`src/kec_pkg.sv`:
```
// ----------------------------------------------------------------------------
// Key event classifier package
// Sizes, codes, per-key record layout and controller/datapath interface types.
// ----------------------------------------------------------------------------
package kec_pkg;

  localparam int NUM_KEYS  = 512;
  localparam int ADDR_W    = $clog2(NUM_KEYS);
  localparam int KEY_W     = 9;
  // Wide enough to compare a key index against any supported key count.
  localparam int KEY_CMP_W = 11;
  localparam int TIME_W    = 48;
  localparam int CFG_W     = 16;
  localparam int KIND_W    = 3;
  localparam int MAX_EV    = 3;
  localparam int EV_IDX_W  = 2;
  localparam int DIV_CNT_W = $clog2(TIME_W);

  typedef logic [TIME_W-1:0] tstamp_t;

  typedef enum logic [1:0] {
    OP_TICK    = 2'd0,
    OP_PRESS   = 2'd1,
    OP_RELEASE = 2'd2,
    OP_REPEAT  = 2'd3
  } op_e;

  typedef enum logic [1:0] {
    REG_DOUBLE_WINDOW   = 2'd0,
    REG_HOLD_DELAY      = 2'd1,
    REG_REPEAT_DELAY    = 2'd2,
    REG_REPEAT_INTERVAL = 2'd3
  } cfg_reg_e;

  typedef enum logic [KIND_W-1:0] {
    EV_PRESSED  = 3'd0,
    EV_RELEASED = 3'd1,
    EV_SINGLE   = 3'd2,
    EV_DOUBLE   = 3'd3,
    EV_HOLD     = 3'd4,
    EV_REPEAT   = 3'd5
  } ev_kind_e;

  localparam logic [CFG_W-1:0] DOUBLE_WINDOW_RST   = 16'd250;
  localparam logic [CFG_W-1:0] HOLD_DELAY_RST      = 16'd500;
  localparam logic [CFG_W-1:0] REPEAT_DELAY_RST    = 16'd400;
  localparam logic [CFG_W-1:0] REPEAT_INTERVAL_RST = 16'd50;

  typedef struct packed {
    logic arm;
    logic hold;
    logic pend;
    logic down;
  } key_flags_t;

  typedef struct packed {
    key_flags_t flags;
    tstamp_t    pressed;
    tstamp_t    last_press;
    tstamp_t    next_repeat;
  } key_entry_t;

  localparam int ENTRY_W = $bits(key_entry_t);

  typedef enum logic [3:0] {
    S_CLEAR,
    S_IDLE,
    S_READ,
    S_EVAL_A,
    S_EVAL_B,
    S_EVAL_C,
    S_DIV,
    S_NEXT_RPT,
    S_WRITE,
    S_EMIT
  } state_e;

  typedef struct packed {
    logic latch;
    logic load;
    logic eval_a;
    logic eval_b;
    logic eval_c;
    logic next_rpt;
    logic write_back;
    logic clr_step;
    logic emit;
  } cmd_t;

  typedef struct packed {
    logic in_ok;
    op_e  op;
    logic skip;
    logic rep_due;
    logic div_done;
    logic has_events;
    logic emit_last;
    logic clr_done;
  } status_t;

endpackage

```
`src/kec_ctrl.sv`:
```
// ----------------------------------------------------------------------------
// Key event classifier controller
// Sequences clearing, read, evaluation, catch-up, write-back and emission.
// ----------------------------------------------------------------------------
module kec_ctrl (
  input  logic              clk_i,
  input  logic              rst_ni,
  input  logic              start,
  input  kec_pkg::status_t  status_i,
  output kec_pkg::cmd_t     cmd_o,
  output logic              busy
);

  kec_pkg::state_e state_q, state_d;

  always_ff @(posedge clk_i or negedge rst_ni) begin
    if (!rst_ni) begin
      state_q <= kec_pkg::S_CLEAR;
    end else begin
      state_q <= state_d;
    end
  end

  always_comb begin
    state_d = state_q;
    cmd_o   = '0;
    case (state_q)
      kec_pkg::S_CLEAR: begin
        cmd_o.clr_step = 1'b1;
        if (status_i.clr_done) begin
          state_d = kec_pkg::S_IDLE;
        end
      end
      kec_pkg::S_IDLE: begin
        // Items that address no key or carry the ignored code are taken and dropped.
        if (start && status_i.in_ok) begin
          cmd_o.latch = 1'b1;
          state_d     = kec_pkg::S_READ;
        end
      end
      kec_pkg::S_READ: begin
        cmd_o.load = 1'b1;
        state_d    = kec_pkg::S_EVAL_A;
      end
      kec_pkg::S_EVAL_A: begin
        cmd_o.eval_a = 1'b1;
        if (status_i.skip) begin
          state_d = kec_pkg::S_IDLE;
        end else if (status_i.op == kec_pkg::OP_TICK) begin
          state_d = kec_pkg::S_EVAL_B;
        end else begin
          state_d = kec_pkg::S_WRITE;
        end
      end
      kec_pkg::S_EVAL_B: begin
        cmd_o.eval_b = 1'b1;
        state_d      = kec_pkg::S_EVAL_C;
      end
      kec_pkg::S_EVAL_C: begin
        cmd_o.eval_c = 1'b1;
        state_d      = status_i.rep_due ? kec_pkg::S_DIV : kec_pkg::S_WRITE;
      end
      kec_pkg::S_DIV: begin
        if (status_i.div_done) begin
          state_d = kec_pkg::S_NEXT_RPT;
        end
      end
      kec_pkg::S_NEXT_RPT: begin
        cmd_o.next_rpt = 1'b1;
        state_d        = kec_pkg::S_WRITE;
      end
      kec_pkg::S_WRITE: begin
        cmd_o.write_back = 1'b1;
        state_d = status_i.has_events ? kec_pkg::S_EMIT : kec_pkg::S_IDLE;
      end
      kec_pkg::S_EMIT: begin
        cmd_o.emit = 1'b1;
        if (status_i.emit_last) begin
          state_d = kec_pkg::S_IDLE;
        end
      end
      default: begin
        state_d = kec_pkg::S_IDLE;
      end
    endcase
  end

  assign busy = (state_q != kec_pkg::S_IDLE);

endmodule

```
`config.mk`:
```
export PLATFORM = sky130hd
export DESIGN_NAME = kec_ctrl
export DESIGN_NICKNAME = d
export VERILOG_FILES = /design/src/kec_pkg.sv /design/src/kec_ctrl.sv
export SDC_FILE = /design/constraint.sdc
export NUM_CORES = 1
export LEC_CHECK = 0
export ABC_AREA = 1
export BUFFER_PORTS_ARGS = -buffer_cell sky130_fd_sc_hd__buf_2
export CAP_MARGIN = 20
export CORE_AREA = 2 2 39 41
export DETAILED_ROUTE_END_ITERATION = 8
export DIE_AREA = 0 0 41 43
export HOLD_SLACK_MARGIN = 0.05
export PLACE_DENSITY = 0.58
export SLEW_MARGIN = 20
export SYNTH_ARGS = -nofsm -noshare
export SYNTH_HDL_FRONTEND = slang
export SYNTH_SLANG_ARGS = --single-unit
```
`constraint.sdc`:
```
create_clock -name clk_i -period 1.65 [get_ports clk_i]
set_clock_uncertainty 0.1 [all_clocks]
set_input_delay 0.165 -clock clk_i [delete_from_list [all_inputs] [get_ports clk_i]]
set_output_delay 0.165 -clock clk_i [all_outputs]
set_load 0.05 [all_outputs]
```
======== Yosys cells after proc, flatten, opt, wreduce, memory -nomap -nowiden ========
Cells that the tools add are included.
storage, ports and cells
  register bits after elaboration ......... 4
  input bits .............................. 12
  output and inout port bits .............. 10
  logic and storage cells ................. 38
cells by class
  equality and inequality tests ........... 14
  mux-type cells .......................... 19
  reduce and logical (&&, ||, !) cells .... 4
operators with widths
  operator            number
  $pmux 4 s10         1
  $mux 4              8
  $eq 4x3->1 const B  4
  $mux 1              10
  $eq 4x2->1 const B  2
  $eq 4x4->1 const B  2
  $ne 2x2->1 const B  4
  $eq 4x1->1 const B  1
  $logic_not 4->1     1
  $ne 4x1->1 const B  1
  $reduce_and 4->1    1
  $logic_not 2->1     1
  $logic_and 1x1->1   1

======== Longest topological paths before layout ========
  word-level depth ........................ 4
  depth in mapped cells ................... 7

======== Worst setup path after synthesis ========
Ideal clock, no wire load.
  kind .................................... reg-to-reg
  start point ............................. register state_q[0]
  end point ............................... register state_q[3]
  data arrival time ....................... 1.921 ns
  slack ................................... -0.445 ns
  cell stages (with the launch flop) ...... 6
  buffers on the path ..................... 0
  period minus slack after synthesis ...... 2.095 ns
  path through ............................ dfrtp_1 -> inv_2 -> nand2_1 -> nor3_1 -> nand2_1 -> nand4_1
between the ends
  cells in the longest elaborated chain, start to end .. 3
  elaborated cells between the ends (all ways) .. 16
  those cells by class .................... eq/ne: 13; mux: 1; reduce/logical: 2
ends and longest elaborated chain
  item                                RTL line        text
  start, declared                     kec_ctrl.sv:14  kec_pkg::state_e state_q, state_d;
  start signal, assigned              kec_ctrl.sv:18  state_q <= kec_pkg::S_CLEAR;
  start signal, assigned              kec_ctrl.sv:20  state_q <= state_d;
  $eq 4x1->1 (tied with other cells)  kec_ctrl.sv:27  case (state_q)
  $ne 2x2->1 (no source line)         --
  $reduce_and 4->1 (no source line)   --
Parallel ways exist; a longest one is shown, timed or not.
A chain may end at the register's enable or synchronous reset.

==> flow_summary.json <==
{
  "wl_um": 1010,
  "cts_sinks": 4,
  "synth-async-reset-ratio_pct": 100,
  "p_leak_nw": 0.320,
  "top_regs": "state_q (4)",
  "cts_buffers": 3,
  "vias": 455,
  "whs_ps": 97.8,
  "hpwl_um": 859,
  "hold_start": "status_i[2]",
  "rows": 14,
  "final.period_utilization_pct": 95.3,
  "die_area_um2": 1760,
  "critPathKind": "register to output port",
  "ys.warnings.count": 0,
  "worst_slack_ps": 78.0,
  "grt_usage_pct": 13.0,
  "drt.antenna.violating_nets": 0,
  "synth-seq-cells": 4,
  "critPathRequiredTime_ps": 1380,
  "insertion_delay_ps": 230,
  "max_stage_delay_ps": 400,
  "cts_tree": "yes",
  "drv_cap": 0,
  "syn_area_um2": 367,
  "syn_avg_cell_area_um2": 6.01,
  "drc": 0,
  "maxSlewViolCount": 0,
  "post-place-ws_ps": 223,
  "cts_root_buffer": "clkbuf_4",
  "hold_viol_final": 0,
  "crit_start": "state_q[3]$_DFFE_PN0P_",
  "yosysMostFrequentCell": "nor2_1",
  "synth-main-ff-cell": "dfrtp_1",
  "relSlewSlack_pct": 83.5,
  "crit_family": "flip-flops",
  "post-route-util_pct": 44.5,
  "setup_viol": 0,
  "areaGrowthSynthToFinish_pct": 67.9,
  "cpMaxStageDelayCell": "dfrtp_1",
  "status": "complete, no violations",
  "timing.rr.start": "state_q[1]$_DFFE_PN0P_",
  "viasPerCell": 4.33,
  "critPathBufInv": 2,
  "drive_gt1_share_pct": 46.1,
  "overflow": 0,
  "endpoint_kind": "output port",
  "synth.distinct_cells": 14,
  "arrival_ps": 1310,
  "synth-edff-count": 0,
  "pwr_density_cell_nw_per_um2": 2040,
  "grt_start_max_net_pins": 7,
  "final_nets": 103,
  "cts_buffer_depth": 2,
  "drt_iter0_drc": 3,
  "firstDrtPassIters": 4,
  "worst-path-max-fanout": 5,
  "vdd_ir_drop_max_mv": 0.633,
  "htree_levels": 1,
  "start_util_pct": 26.5,
  "routabilityCongestion": 0.724,
  "syn-num-nets": 73,
  "die_h_um": 43,
  "min_path_type": "primary input to register",
  "grt_pass1_vias": 415,
  "largest_register_ffs": 4,
  "yosys-top-cells-area": "dfrtp_1 27%, nor2_1 17%, nand2_1 16%",
  "ios": 22,
  "ys_top_cells_by_count": "17 x nor2_1, 16 x nand2_1, 5 x nor3_1",
  "antenna_found_initial": 0,
  "fmax_ghz": 0.636,
  "ys_seq_area_share_pct": 27.3,
  "startpoint_type": "register",
  "tightest_slew_ps": 249,
  "die_w_um": 41,
  "fin_tns_setup_ps": 0,
  "core_area_um2": 1380,
  "synth_area_leader_cell": "dfrtp_1",
  "path_cells": "inv_2, nand2_2, nor2_1, buf_6",
  "postSynthCellCount": 61,
  "clkSlewWorstSetupHoldPaths_ps": 30,
  "n_antenna_cell": 0,
  "period_minus_slack_ps": 1570,
  "routedWlPerCell_um": 9.65,
  "largest_register": "state_q",
  "synth.top_cell.area_share_pct": 27.3,
  "io_buffers": 21,
  "grt_pass1_wl_um": 1550
}
[routing by layer]
layer,vias up,global-route usage [%],routed length (um)
li1,249,-,-
met1,196,15.0,436
met3,0,1.57,33
met5,-,0,0
met4,0,8.00,0
met2,10,21.3,544
[worst paths after layout]
check	end	slack [ps]	cells past startpoint
worst min-delay path	state_q[3]$_DFFE_PN0P_	100	3
worst max-delay path	cmd_o[5]	80	4
worst min register to register	state_q[0]$_DFFE_PN0P_	540	4
min in group asynchronous	state_q[1]$_DFFE_PN0P_	170	2
max in group asynchronous	state_q[3]$_DFFE_PN0P_	1160	2
worst max register to register	state_q[1]$_DFFE_PN0P_	330	8
[cell type report]
type / instances / area, um2
tap: 16 / 20.0
timing repair buffer: 25 / 170
multi-input combinational: 50 / 277
sequential: 4 / 100
clock buffer: 3 / 22.5
inverter: 7 / 26.3
fill: 157 / 768
[worst min-delay path: cells and delay by family]
family / cells / cell delay (ps)
buf+inv: 1 / 80
simple gates: 2 / 140
[power by group]
group	total, mW	internal (mW)	switching [mW]
clock	0.118	0.0811	0.0365
combinational	0.957	0.283	0.674
sequential	0.182	0.141	0.0415
[stage by stage]
step | total power [mW] | std cells | instance area (um2)
finish | 1.26 | 105 | 616
global route | 1.36 | 105 | 616
CTS | 1.20 | 104 | 569
detailed placement | 1.07 | 100 | 532
global placement | 1.07 | 100 | 532
floorplan | 0.874 | 61 | 392
[cells by family (layout without fill, tap and decap cells)]
| logic type | Yosys count | in the layout | synth area share [%] |
|---|---|---|---|
| and+or+nand+nor | 49 | 49 | 64.2 |
| buffers and inverters | 7 | 35 | 7.17 |
| DFF | 4 | 4 | 27.3 |
| AOI/OAI and AO/OA | 1 | 1 | 1.36 |
[cells in the final DEF (no fill, tap or decap)]
cell | Yosys | layout
nand2_1 | 16 | 15
nor2_1 | 17 | 14
buf_2 | 0 | 14
buf_4 | 0 | 5
inv_1 | 4 | 4
nand3_1 | 4 | 4
clkbuf_4 | 0 | 4
buf_6 | 0 | 4
dfrtp_1 | 4 | 4
inv_2 | 3 | 3
nand2_2 | 1 | 2
nor2_4 | 1 | 2
nor2_2 | 0 | 2
nor3_2 | 0 | 2
nor3_4 | 1 | 2
nand3b_1 | 2 | 2
nor3_1 | 5 | 2
nand2_4 | 1 | 1
nand4_1 | 1 | 1
a21oi_1 | 1 | 1
dlygate4sd3_1 | 0 | 1
[timing repair]
action / CTS / global route
resized for setup: 2 / 16
hold endpoints to repair: 4 / 0
setup endpoints to repair: 2 / 7
setup buffers: 0 / 1
hold buffers: 1 / 0
Power figures use the tool's default switching activity.
